<file path="src/assert_macros.svh">
// Assertion macros shared by the LED strip effect generator modules
`ifndef ASSERT_MACROS_SVH
`define ASSERT_MACROS_SVH

// same-cycle implication, disabled while in reset
`define CHK_IMPLIES(label, clk, rstn, cond, prop) \
    label: assert property (@(posedge clk) disable iff (!rstn) (cond) |-> (prop)) \
        else $error("assertion failed");

// next-cycle implication, disabled while in reset
`define CHK_NEXT(label, clk, rstn, cond, prop) \
    label: assert property (@(posedge clk) disable iff (!rstn) (cond) |=> (prop)) \
        else $error("assertion failed");

`endif

</file>
<file path="src/lseg_pkg.sv">
// Types, constants and color functions of the LED strip effect generator
package lseg_pkg;

    localparam int unsigned MAX_PIXELS_DEF = 64;
    localparam int unsigned IDX_W          = 6;
    localparam int unsigned COUNT_W        = 7;
    localparam int unsigned MODE_W         = 3;
    localparam int unsigned CHAN_W         = 8;
    localparam int unsigned COLOR_W        = 32;
    localparam int unsigned CFG_IDX_W      = 2;
    localparam int unsigned CFG_DATA_W     = 32;
    localparam int unsigned DIV_STEPS      = 9;   // bits of the dividend 256
    localparam int unsigned DIV_CNT_W      = 4;

    // register indexes
    localparam logic [CFG_IDX_W-1:0] CFG_MODE   = 2'd0;
    localparam logic [CFG_IDX_W-1:0] CFG_COUNT  = 2'd1;
    localparam logic [CFG_IDX_W-1:0] CFG_COLOR  = 2'd2;
    localparam logic [CFG_IDX_W-1:0] CFG_BRIGHT = 2'd3;

    // effect modes
    localparam logic [MODE_W-1:0] MODE_RAINBOW  = 3'd0;
    localparam logic [MODE_W-1:0] MODE_CYCLE    = 3'd1;
    localparam logic [MODE_W-1:0] MODE_CHASE    = 3'd2;
    localparam logic [MODE_W-1:0] MODE_CHASE_RB = 3'd3;
    localparam logic [MODE_W-1:0] MODE_STROBE   = 3'd4;
    localparam logic [MODE_W-1:0] MODE_PULSE    = 3'd5;

    localparam logic [7:0] WHEEL_SEG1  = 8'd85;
    localparam logic [7:0] WHEEL_SEG2  = 8'd170;
    localparam logic [7:0] FULL_SCALE  = 8'd255;
    localparam logic [5:0] PULSE_MID   = 6'd19;
    localparam logic [5:0] PULSE_LAST  = 6'd37;
    localparam logic [7:0] PULSE_GAIN  = 8'(255 / 20);
    localparam logic [7:0] HUE255_LAST = 8'd254;
    localparam logic [1:0] CHASE_LAST  = 2'd2;

    localparam logic [COUNT_W-1:0] RESET_COUNT  = 7'd64;
    localparam logic [7:0]         RESET_BRIGHT = 8'd255;

    typedef enum logic [2:0] {
        ST_IDLE,
        ST_CLEAR,
        ST_DIV,
        ST_RUN,
        ST_DONE
    } state_t;

    typedef struct packed {
        logic setup;     // load frame setup, reset pixel walk
        logic restart;   // clear effect counters during setup
        logic div_step;  // one step of the 256/count divider
        logic issue;     // launch one pixel into the pipe
        logic finish;    // advance effect counters at frame end
    } cmd_t;

    typedef struct packed {
        logic adv;         // pipe can take a pixel
        logic div_last;    // divider on its final step
        logic pix_last;    // current pixel is the last one
        logic count_zero;  // empty strip, no pixels this frame
    } sts_t;

    function automatic logic [COLOR_W-1:0] wheel(input logic [7:0] p);
        logic [7:0] q;
        logic [7:0] up;
        logic [7:0] dn;
        if (p < WHEEL_SEG1) begin
            q = p;
        end else if (p < WHEEL_SEG2) begin
            q = p - WHEEL_SEG1;
        end else begin
            q = p - WHEEL_SEG2;
        end
        up = 8'(q * 3);
        dn = FULL_SCALE - up;
        if (p < WHEEL_SEG1) begin
            return {up, dn, 8'd0, 8'd0};
        end else if (p < WHEEL_SEG2) begin
            return {dn, 8'd0, up, 8'd0};
        end
        return {8'd0, up, dn, 8'd0};
    endfunction

    // per channel (c * f) >> 8
    function automatic logic [COLOR_W-1:0] scale(input logic [COLOR_W-1:0] color,
                                                 input logic [7:0] f);
        logic [COLOR_W-1:0] res;
        logic [15:0]        prod;
        res = '0;
        for (int k = 0; k < 4; k++) begin
            prod = color[8*k +: 8] * f;
            res[8*k +: 8] = prod[15:8];
        end
        return res;
    endfunction

endpackage

</file>
<file path="src/lseg_ctrl.sv">
// Frame sequencer of the LED strip effect generator
`include "assert_macros.svh"

module lseg_ctrl (
    input  logic              aclk,
    input  logic              aresetn,
    input  logic              s_valid,
    output logic              s_ready,
    input  logic              s_restart,
    input  lseg_pkg::sts_t    sts,
    output lseg_pkg::cmd_t    cmd
);

    lseg_pkg::state_t state_reg, state_next;
    logic             restart_reg;

    always_ff @(posedge aclk) begin
        if (!aresetn) begin
            state_reg <= lseg_pkg::ST_IDLE;
        end else begin
            state_reg <= state_next;
        end
    end

    always_ff @(posedge aclk) begin
        if (s_valid && s_ready) begin
            restart_reg <= s_restart;
        end
    end

    always_comb begin
        state_next = state_reg;
        cmd        = '0;
        s_ready    = 1'b0;
        case (state_reg)
            lseg_pkg::ST_IDLE: begin
                s_ready = 1'b1;
                if (s_valid) begin
                    state_next = lseg_pkg::ST_CLEAR;
                end
            end
            lseg_pkg::ST_CLEAR: begin
                cmd.setup   = 1'b1;
                cmd.restart = restart_reg;
                state_next  = lseg_pkg::ST_DIV;
            end
            lseg_pkg::ST_DIV: begin
                cmd.div_step = 1'b1;
                if (sts.div_last) begin
                    state_next = sts.count_zero ? lseg_pkg::ST_DONE : lseg_pkg::ST_RUN;
                end
            end
            lseg_pkg::ST_RUN: begin
                if (sts.adv) begin
                    cmd.issue = 1'b1;
                    if (sts.pix_last) begin
                        state_next = lseg_pkg::ST_DONE;
                    end
                end
            end
            lseg_pkg::ST_DONE: begin
                cmd.finish = 1'b1;
                state_next = lseg_pkg::ST_IDLE;
            end
            default: begin
                state_next = lseg_pkg::ST_IDLE;
            end
        endcase
    end

    `CHK_NEXT(a_accept_setup, aclk, aresetn, s_valid && s_ready, state_reg == lseg_pkg::ST_CLEAR)
    `CHK_NEXT(a_finish_ready, aclk, aresetn, cmd.finish, s_ready)

endmodule

</file>
<file path="src/lseg_dp.sv">
// Datapath of the LED strip effect generator: registers, counters, divider, pixel pipe
`include "assert_macros.svh"

module lseg_dp #(
    parameter int unsigned MAX_PIXELS = lseg_pkg::MAX_PIXELS_DEF
) (
    input  logic                              aclk,
    input  logic                              aresetn,
    input  logic                              cfg_we,
    input  logic [lseg_pkg::CFG_IDX_W-1:0]    cfg_index,
    input  logic [lseg_pkg::CFG_DATA_W-1:0]   cfg_wdata,
    input  lseg_pkg::cmd_t                    cmd,
    output lseg_pkg::sts_t                    sts,
    output logic                              m_valid,
    input  logic                              m_ready,
    output logic [lseg_pkg::IDX_W-1:0]        m_pixel_index,
    output logic [lseg_pkg::CHAN_W-1:0]       m_red_level,
    output logic [lseg_pkg::CHAN_W-1:0]       m_green_level,
    output logic [lseg_pkg::CHAN_W-1:0]       m_blue_level,
    output logic [lseg_pkg::CHAN_W-1:0]       m_white_level,
    output logic                              m_last_pixel
);

    localparam int unsigned CW = lseg_pkg::COUNT_W;
    localparam int unsigned IW = lseg_pkg::IDX_W;
    localparam int unsigned XW = lseg_pkg::COLOR_W;

    // configuration
    logic [lseg_pkg::MODE_W-1:0] mode_reg;
    logic [CW-1:0]               pixel_count_reg;
    logic [XW-1:0]               color_reg;
    logic [7:0]                  bright_reg;

    // effect counters
    logic [7:0] hue_reg, hue_next;
    logic [7:0] hue255_reg, hue255_next;
    logic [1:0] phase_reg, phase_next;
    logic [5:0] pulse_reg, pulse_next;

    // frame setup and divider
    logic [CW-1:0]                  count_eff_reg;
    logic [CW-1:0]                  count_clamp;
    logic [CW-1:0]                  div_rem_reg, div_rem_next;
    logic [8:0]                     div_quo_reg;
    logic [lseg_pkg::DIV_CNT_W-1:0] div_cnt_reg;
    logic [CW-1:0]                  rem_sh;
    logic                           rem_ge;

    // pixel walk
    logic [IW-1:0] pix_idx_reg;
    logic [1:0]    mod3_reg;
    logic [7:0]    qacc_reg;
    logic [CW-1:0] racc_reg;
    logic [CW-1:0] rsum;
    logic          carry;

    logic [XW-1:0] pulse_color_reg;
    logic [5:0]    pulse_dist;
    logic [7:0]    pulse_level;

    // pipe stage A: raw color
    logic          a_valid_reg;
    logic [XW-1:0] a_color_reg;
    logic [IW-1:0] a_idx_reg;
    logic          a_last_reg;
    logic [XW-1:0] pix_color;
    logic [8:0]    chase_sum;
    logic [7:0]    chase_hue;
    logic          lit;

    // output stage
    logic          m_valid_reg;
    logic [XW-1:0] m_color_reg;
    logic [IW-1:0] m_idx_reg;
    logic          m_last_reg;
    logic [XW-1:0] bright_color;

    always_ff @(posedge aclk) begin
        if (!aresetn) begin
            mode_reg        <= lseg_pkg::MODE_RAINBOW;
            pixel_count_reg <= lseg_pkg::RESET_COUNT;
            color_reg       <= '0;
            bright_reg      <= lseg_pkg::RESET_BRIGHT;
        end else if (cfg_we) begin
            case (cfg_index)
                lseg_pkg::CFG_MODE:   mode_reg        <= cfg_wdata[lseg_pkg::MODE_W-1:0];
                lseg_pkg::CFG_COUNT:  pixel_count_reg <= cfg_wdata[CW-1:0];
                lseg_pkg::CFG_COLOR:  color_reg       <= cfg_wdata[XW-1:0];
                lseg_pkg::CFG_BRIGHT: bright_reg      <= cfg_wdata[7:0];
                default: ;
            endcase
        end
    end

    // counter updates: clear/chase step at setup, advance at frame end
    always_comb begin
        hue_next    = hue_reg;
        hue255_next = hue255_reg;
        phase_next  = phase_reg;
        pulse_next  = pulse_reg;
        if (cmd.setup) begin
            if (cmd.restart) begin
                hue_next    = '0;
                hue255_next = '0;
                phase_next  = '0;
                pulse_next  = '0;
            end
            if (mode_reg == lseg_pkg::MODE_CHASE || mode_reg == lseg_pkg::MODE_CHASE_RB) begin
                phase_next = (phase_next >= lseg_pkg::CHASE_LAST) ? 2'd0 : phase_next + 2'd1;
            end
        end else if (cmd.finish) begin
            hue_next    = hue_reg + 8'd1;
            hue255_next = (hue255_reg >= lseg_pkg::HUE255_LAST) ? 8'd0 : hue255_reg + 8'd1;
            pulse_next  = (pulse_reg >= lseg_pkg::PULSE_LAST) ? 6'd0 : pulse_reg + 6'd1;
        end
    end

    always_ff @(posedge aclk) begin
        if (!aresetn) begin
            hue_reg    <= '0;
            hue255_reg <= '0;
            phase_reg  <= '0;
            pulse_reg  <= '0;
        end else begin
            hue_reg    <= hue_next;
            hue255_reg <= hue255_next;
            phase_reg  <= phase_next;
            pulse_reg  <= pulse_next;
        end
    end

    assign count_clamp = (pixel_count_reg > CW'(MAX_PIXELS)) ? CW'(MAX_PIXELS) : pixel_count_reg;

    // restoring divider for 256 / count, dividend fed MSB first
    assign rem_sh       = {div_rem_reg[CW-2:0], (div_cnt_reg == '0)};
    assign rem_ge       = (rem_sh >= count_eff_reg);
    assign div_rem_next = rem_ge ? rem_sh - count_eff_reg : rem_sh;

    always_ff @(posedge aclk) begin
        if (cmd.setup) begin
            count_eff_reg <= count_clamp;
            div_rem_reg   <= '0;
            div_quo_reg   <= '0;
            div_cnt_reg   <= '0;
        end else if (cmd.div_step) begin
            div_rem_reg <= div_rem_next;
            div_quo_reg <= {div_quo_reg[7:0], rem_ge};
            div_cnt_reg <= div_cnt_reg + 1'b1;
        end
    end

    // running floor(i*256/count) mod 256, remainder kept below count
    assign rsum  = racc_reg + div_rem_reg;
    assign carry = (rsum >= count_eff_reg);

    always_ff @(posedge aclk) begin
        if (cmd.setup) begin
            pix_idx_reg <= '0;
            mod3_reg    <= '0;
            qacc_reg    <= '0;
            racc_reg    <= '0;
        end else if (cmd.issue) begin
            pix_idx_reg <= pix_idx_reg + 1'b1;
            mod3_reg    <= (mod3_reg == 2'd2) ? 2'd0 : mod3_reg + 2'd1;
            qacc_reg    <= qacc_reg + div_quo_reg[7:0] + {7'd0, carry};
            racc_reg    <= carry ? rsum - count_eff_reg : rsum;
        end
    end

    // pulse color is the same for every pixel of a frame
    assign pulse_dist  = (pulse_reg > lseg_pkg::PULSE_MID) ? pulse_reg - lseg_pkg::PULSE_MID
                                                           : lseg_pkg::PULSE_MID - pulse_reg;
    assign pulse_level = 8'(({2'd0, pulse_dist} + 8'd1) * lseg_pkg::PULSE_GAIN);

    always_ff @(posedge aclk) begin
        pulse_color_reg <= lseg_pkg::scale(color_reg, pulse_level);
    end

    // mod 255 hue for chase rainbow, sum stays below 2*255
    assign chase_sum = {3'd0, pix_idx_reg} + {1'b0, hue255_reg};
    assign chase_hue = (chase_sum >= 9'd255) ? 8'(chase_sum - 9'd255) : chase_sum[7:0];
    assign lit       = (mod3_reg == phase_reg);

    always_comb begin
        case (mode_reg)
            lseg_pkg::MODE_RAINBOW:  pix_color = lseg_pkg::wheel({2'd0, pix_idx_reg} + hue_reg);
            lseg_pkg::MODE_CYCLE:    pix_color = lseg_pkg::wheel(qacc_reg + hue_reg);
            lseg_pkg::MODE_CHASE:    pix_color = lit ? color_reg : '0;
            lseg_pkg::MODE_CHASE_RB: pix_color = lit ? lseg_pkg::wheel(chase_hue) : '0;
            lseg_pkg::MODE_STROBE:   pix_color = hue_reg[0] ? '0 : color_reg;
            lseg_pkg::MODE_PULSE:    pix_color = pulse_color_reg;
            default:                 pix_color = '0;
        endcase
    end

    assign sts.adv        = !m_valid_reg || m_ready;
    assign sts.div_last   = (div_cnt_reg == lseg_pkg::DIV_CNT_W'(lseg_pkg::DIV_STEPS - 1));
    assign sts.pix_last   = (({1'b0, pix_idx_reg} + 7'd1) == count_eff_reg);
    assign sts.count_zero = (count_eff_reg == '0);

    always_ff @(posedge aclk) begin
        if (!aresetn) begin
            a_valid_reg <= 1'b0;
            m_valid_reg <= 1'b0;
        end else if (sts.adv) begin
            a_valid_reg <= cmd.issue;
            m_valid_reg <= a_valid_reg;
        end
    end

    always_ff @(posedge aclk) begin
        if (cmd.issue) begin
            a_color_reg <= pix_color;
            a_idx_reg   <= pix_idx_reg;
            a_last_reg  <= sts.pix_last;
        end
    end

    assign bright_color = (bright_reg == lseg_pkg::FULL_SCALE) ? a_color_reg
                                                               : lseg_pkg::scale(a_color_reg, bright_reg);

    always_ff @(posedge aclk) begin
        if (sts.adv) begin
            m_color_reg <= bright_color;
            m_idx_reg   <= a_idx_reg;
            m_last_reg  <= a_last_reg;
        end
    end

    assign m_valid       = m_valid_reg;
    assign m_pixel_index = m_idx_reg;
    assign m_red_level   = m_color_reg[31:24];
    assign m_green_level = m_color_reg[23:16];
    assign m_blue_level  = m_color_reg[15:8];
    assign m_white_level = m_color_reg[7:0];
    assign m_last_pixel  = m_last_reg;

    `CHK_NEXT(a_pix_step, aclk, aresetn, cmd.issue && !sts.pix_last, pix_idx_reg == $past(pix_idx_reg) + 6'd1)
    `CHK_IMPLIES(a_rem_low, aclk, aresetn, cmd.issue, racc_reg < count_eff_reg)

endmodule

</file>
<file path="src/led_strip_effect_generator.sv">
// Top level of the LED strip effect generator
//
//   channel   direction  handshake          payload
//   s_        in         s_valid/s_ready    s_restart (one word per frame tick)
//   m_        out        m_valid/m_ready    pixel index, RGBW levels, last flag
//   cfg_      in         cfg_we             cfg_index, cfg_wdata
//
// A frame tick runs in order: frame setup, the nine steps of the bit-serial 256/count
// divider, one pixel per cycle while the output does not stall, then an advance of the
// effect counters.
// Two-stage output pipe; m_ready low with m_valid high holds the pipe and the pixel walk.
// aresetn is synchronous; it resets the sequencer, counters and config registers.
// s_ready is high only between frames; a word may wait in the pipe while the next is taken.
module led_strip_effect_generator #(
    parameter int unsigned MAX_PIXELS = lseg_pkg::MAX_PIXELS_DEF
) (
    input  logic                              aclk,
    input  logic                              aresetn,
    input  logic                              cfg_we,
    input  logic [lseg_pkg::CFG_IDX_W-1:0]    cfg_index,
    input  logic [lseg_pkg::CFG_DATA_W-1:0]   cfg_wdata,
    input  logic                              s_valid,
    output logic                              s_ready,
    input  logic                              s_restart,
    output logic                              m_valid,
    input  logic                              m_ready,
    output logic [lseg_pkg::IDX_W-1:0]        m_pixel_index,
    output logic [lseg_pkg::CHAN_W-1:0]       m_red_level,
    output logic [lseg_pkg::CHAN_W-1:0]       m_green_level,
    output logic [lseg_pkg::CHAN_W-1:0]       m_blue_level,
    output logic [lseg_pkg::CHAN_W-1:0]       m_white_level,
    output logic                              m_last_pixel
);

    lseg_pkg::cmd_t cmd;
    lseg_pkg::sts_t sts;

    lseg_ctrl u_ctrl (
        .aclk      (aclk),
        .aresetn   (aresetn),
        .s_valid   (s_valid),
        .s_ready   (s_ready),
        .s_restart (s_restart),
        .sts       (sts),
        .cmd       (cmd)
    );

    lseg_dp #(
        .MAX_PIXELS (MAX_PIXELS)
    ) u_dp (
        .aclk          (aclk),
        .aresetn       (aresetn),
        .cfg_we        (cfg_we),
        .cfg_index     (cfg_index),
        .cfg_wdata     (cfg_wdata),
        .cmd           (cmd),
        .sts           (sts),
        .m_valid       (m_valid),
        .m_ready       (m_ready),
        .m_pixel_index (m_pixel_index),
        .m_red_level   (m_red_level),
        .m_green_level (m_green_level),
        .m_blue_level  (m_blue_level),
        .m_white_level (m_white_level),
        .m_last_pixel  (m_last_pixel)
    );

endmodule

</file>
<file path="config.mk">
export PLATFORM = sky130hd
export DESIGN_NAME = led_strip_effect_generator
export DESIGN_NICKNAME = d
export VERILOG_FILES = /design/src/lseg_pkg.sv /design/src/lseg_ctrl.sv /design/src/lseg_dp.sv /design/src/led_strip_effect_generator.sv
export VERILOG_INCLUDE_DIRS = /design/src /design/src/src
export SDC_FILE = /design/constraint.sdc
export NUM_CORES = 2
export LEC_CHECK = 0
export ABC_AREA = 1
export BUFFER_PORTS_ARGS = -buffer_cell sky130_fd_sc_hd__clkbuf_2
export CAP_MARGIN = 25
export CELL_PAD_IN_SITES_DETAIL_PLACEMENT = 1
export CELL_PAD_IN_SITES_GLOBAL_PLACEMENT = 1
export CORE_ASPECT_RATIO = 1.2
export CORE_UTILIZATION = 45
export DETAILED_ROUTE_END_ITERATION = 8
export GPL_TIMING_DRIVEN = 1
export PLACE_DENSITY_LB_ADDON = 0.05
export SYNTH_ARGS = -nofsm -noshare
export SYNTH_HDL_FRONTEND = slang
export SYNTH_HIERARCHICAL = 1
export SYNTH_SLANG_ARGS = --single-unit
</file>
<file path="constraint.sdc">
create_clock -name aclk -period 9.1 [get_ports aclk]
set_clock_uncertainty 0.15 [all_clocks]
set_input_delay 0.91 -clock aclk [delete_from_list [all_inputs] [get_ports aclk]]
set_output_delay 0.91 -clock aclk [all_outputs]
set_load 0.05 [all_outputs]
</file>
==> flow_metrics.tcl <==
set metrics [dict create \
    report.power.total_w 0.00897 \
    globalplace.congestion 0.890 \
    p_leak_nw 15.8 \
    post_cts.resized_instances 0 \
    relSlewSlack_pct 40.8 \
    fraction_of_power_consumed_by_the_clock_network_pct 14.3 \
    required_ns 9.44 \
    run_status "finished, final reports clean" \
    holdBufCountCts 0 \
    grt_pass1_vias 26000 \
    grt_max_degree 65 \
    placement.io_buffers 80 \
    drive_above_1_share_pct 6.14 \
    power.density_nw_per_um2 303 \
    total_number_of_vias 23600 \
    min_period_ns 8.14 \
    max_incr_delay_on_cp_ns 0.50 \
    post_synth_inst_count 3618 \
    yosys.area.top_type "fa_1" \
    dr.pass1.iters 5 \
    synth_async_sr_flop_share_pct 0 \
    synth_nets 4243 \
    yosys.cell_types.count 54 \
    rsz0062_at_grt "no" \
    syn_avg_cell_area_um2 7.57 \
    ff_latch_area_um2 5650 \
    cts.root.buffer_cell "clkbuf_16" \
    ys_seq_elements 239 \
    max-clock-path-buffers 3 \
    internal_power_consumption_w 0.00451 \
    cts_buffers 31 \
    core-area_um2 59800 \
    crit_slowest_cell "fa_1" \
    floorplan.initialDensity_pct 45.8 \
    synth.most_common_cell "inv_1" \
    period_share_pct 89.5 \
    drt.antenna.violating_nets 0 \
    die_area_um2 61900 \
    wl_um 82200 \
    share_seq_of_total_power_pct 19.0 \
    timing.fmax_ghz 0.123 \
    cts.sink_count 239 \
    max-cap-violations 0 \
    post-cts-setup-buffers 0 \
    number_of_antenna_violations_at_the_first_check_in_global_routing 1 \
    globalRouteOverflowTotal 0 \
    dpl.hpwl_um 64500 \
    vias_per_cell 5.31 \
    worst_setup_path_start_kind "flop" \
    endpoint_kind "flop" \
    fin_ws_ns 0.956 \
    critPathBufInv 7 \
    power.share.switching_pct 49.7 \
    synth_commonest_cells "inv_1, nand2_1, ha_1" \
    synth_sequential_area_ratio_pct 20.6 \
    critPathMaxFanout 24 \
    synth-main-ff-cell "dfxtp_1" \
    combPwrFrac_pct 66.6 \
    preCtsSetupSlack_ns 1.00 \
    detail_route.drc_violations 0 \
    routedWlPerCell_um 18.5 \
    htree_levels 1 \
    synth-warning-count 6 \
    row_count 98 \
    final.setup.tns_ns 0 \
    hold_removal_path_class "flop to flop" \
    report.final.slew_viol_count 0 \
    design.portCount 81 \
    cts_tree "yes" \
    worst-slew-pin-transition_ns 0.888 \
    grt_first_pass_wirelength_um 134000 \
    path_common_cell "nand2_1" \
    finalSetupViolations 0 \
    critical_path.top_delay_family "adder cells" \
    fin_nets 4250 \
    timing.critical_path.arrival_ns 8.48 \
    peakVddDrop_v 0.000151 \
    synth_enable_flop_cells 86 \
    netlist_area_um2 27400 \
    area_of_the_multi_input_gates_um2 18200 \
    hold_viol_final 0 \
    clkLatencyLatePin_ns 0.62 \
    clock_pin_transition_on_the_worst_setup_and_hold_timing_paths_ns 0.06 \
    die_h_um 272 \
    globalRouteTotalUtil_pct 27.3 \
    netSwitchingPower_w 0.00446 \
    chipWidth_um 227 \
    area_delta_synth_final_pct 7.93 \
    detailedRoute.firstIterationViolations 1017 \
    synth_top_cell_area_share_pct 18.1 \
    setup.worst_path.class "flop to flop" \
    fillCellCount 7546 \
    yosys-top-cells-area "fa_1, ha_1, dfxtp_1" \
]
==> cells in the final DEF (no fill, tap or decap), types with 33 or more instances in the layout <==
cell,Yosys,layout
nand2_1,725,725
xor2_1,79,79
nor3_1,35,33
nor2_1,255,255
clkbuf_2,3,80
ha_1,337,337
nand3_1,129,129
fa_1,248,248
edfxtp_1,86,86
inv_1,787,786
a21oi_1,217,217
o21ai_0,161,161
dfxtp_1,153,153
xnor2_1,36,36
==> cell families (layout without fill, tap and decap cells) <==
group / count (synthesis) / after routing / share of synthesized area (%)
AOI/OAI and AO/OA: 507 / 507 / 10.5
xor gates and xnor gates: 115 / 115 / 3.68
adders and majority gates: 585 / 585 / 33.5
buffers and inverters: 938 / 970 / 13.0
DFF: 239 / 239 / 20.6
other: 0 / 1 / 0
and+or+nand+nor: 1234 / 1234 / 18.7
==> per-layer routing <==
metal / GRT usage, % / wire length (um)
met2: 51.3 / 42700
met4: 8.88 / 2550
met1: 32.1 / 34300
met5: 0 / 10
met3: 2.46 / 2540
==> power groups by stage <==
stage                     combinational, W  sequential, W  clock, W
after global placement             0.00566        0.00172         0
after global routing               0.00686        0.00174   0.00136
after floorplan                    0.00428        0.00189         0
after detailed placement           0.00600        0.00173         0
after CTS                          0.00606        0.00171   0.00133
final                              0.00598        0.00171   0.00128
==> stage by stage <==
stage	instances	instance area, um2	hold slack, ns	utilization [%]
after floorplan	3618	27400	0.250	-
after CTS	4449	29500	0.270	49.4
after detailed placement	4391	28500	0.256	47.6
after global routing	4450	29600	0.272	49.4
final	4451	29600	0.272	49.4
after global placement	4391	28500	0.254	47.6
==> path summary, 6_finish.rpt <==
kind / start / to / slack (ns) / cells past startpoint
setup / recovery: u_dp/pulse_reg[2]$_SDFFE_PN0P_ / u_dp/pulse_color_reg[7]$_DFF_P_ / 0.96 / 34
hold / removal: u_dp/a_idx_reg[1]$_DFFE_PP_ / u_dp/m_pixel_index[1]$_DFFE_PP_ / 0.27 / 0
setup reg to reg: u_dp/pulse_reg[2]$_SDFFE_PN0P_ / u_dp/pulse_color_reg[7]$_DFF_P_ / 0.96 / 34
hold reg to reg: u_dp/a_idx_reg[1]$_DFFE_PP_ / u_dp/m_pixel_index[1]$_DFFE_PP_ / 0.27 / 0
==> final cells by class <==
class	instances	share of cell area (%)
timing repair buffer	111	2.14
clock inverter	18	0.605
antenna	1	0.00847
inverter	801	10.2
tap	800	3.39
sequential	239	19.1
clock buffer	40	2.98
multi-input combinational	2441	61.6
No activity file was read; power rests on OpenSTA's default activity.
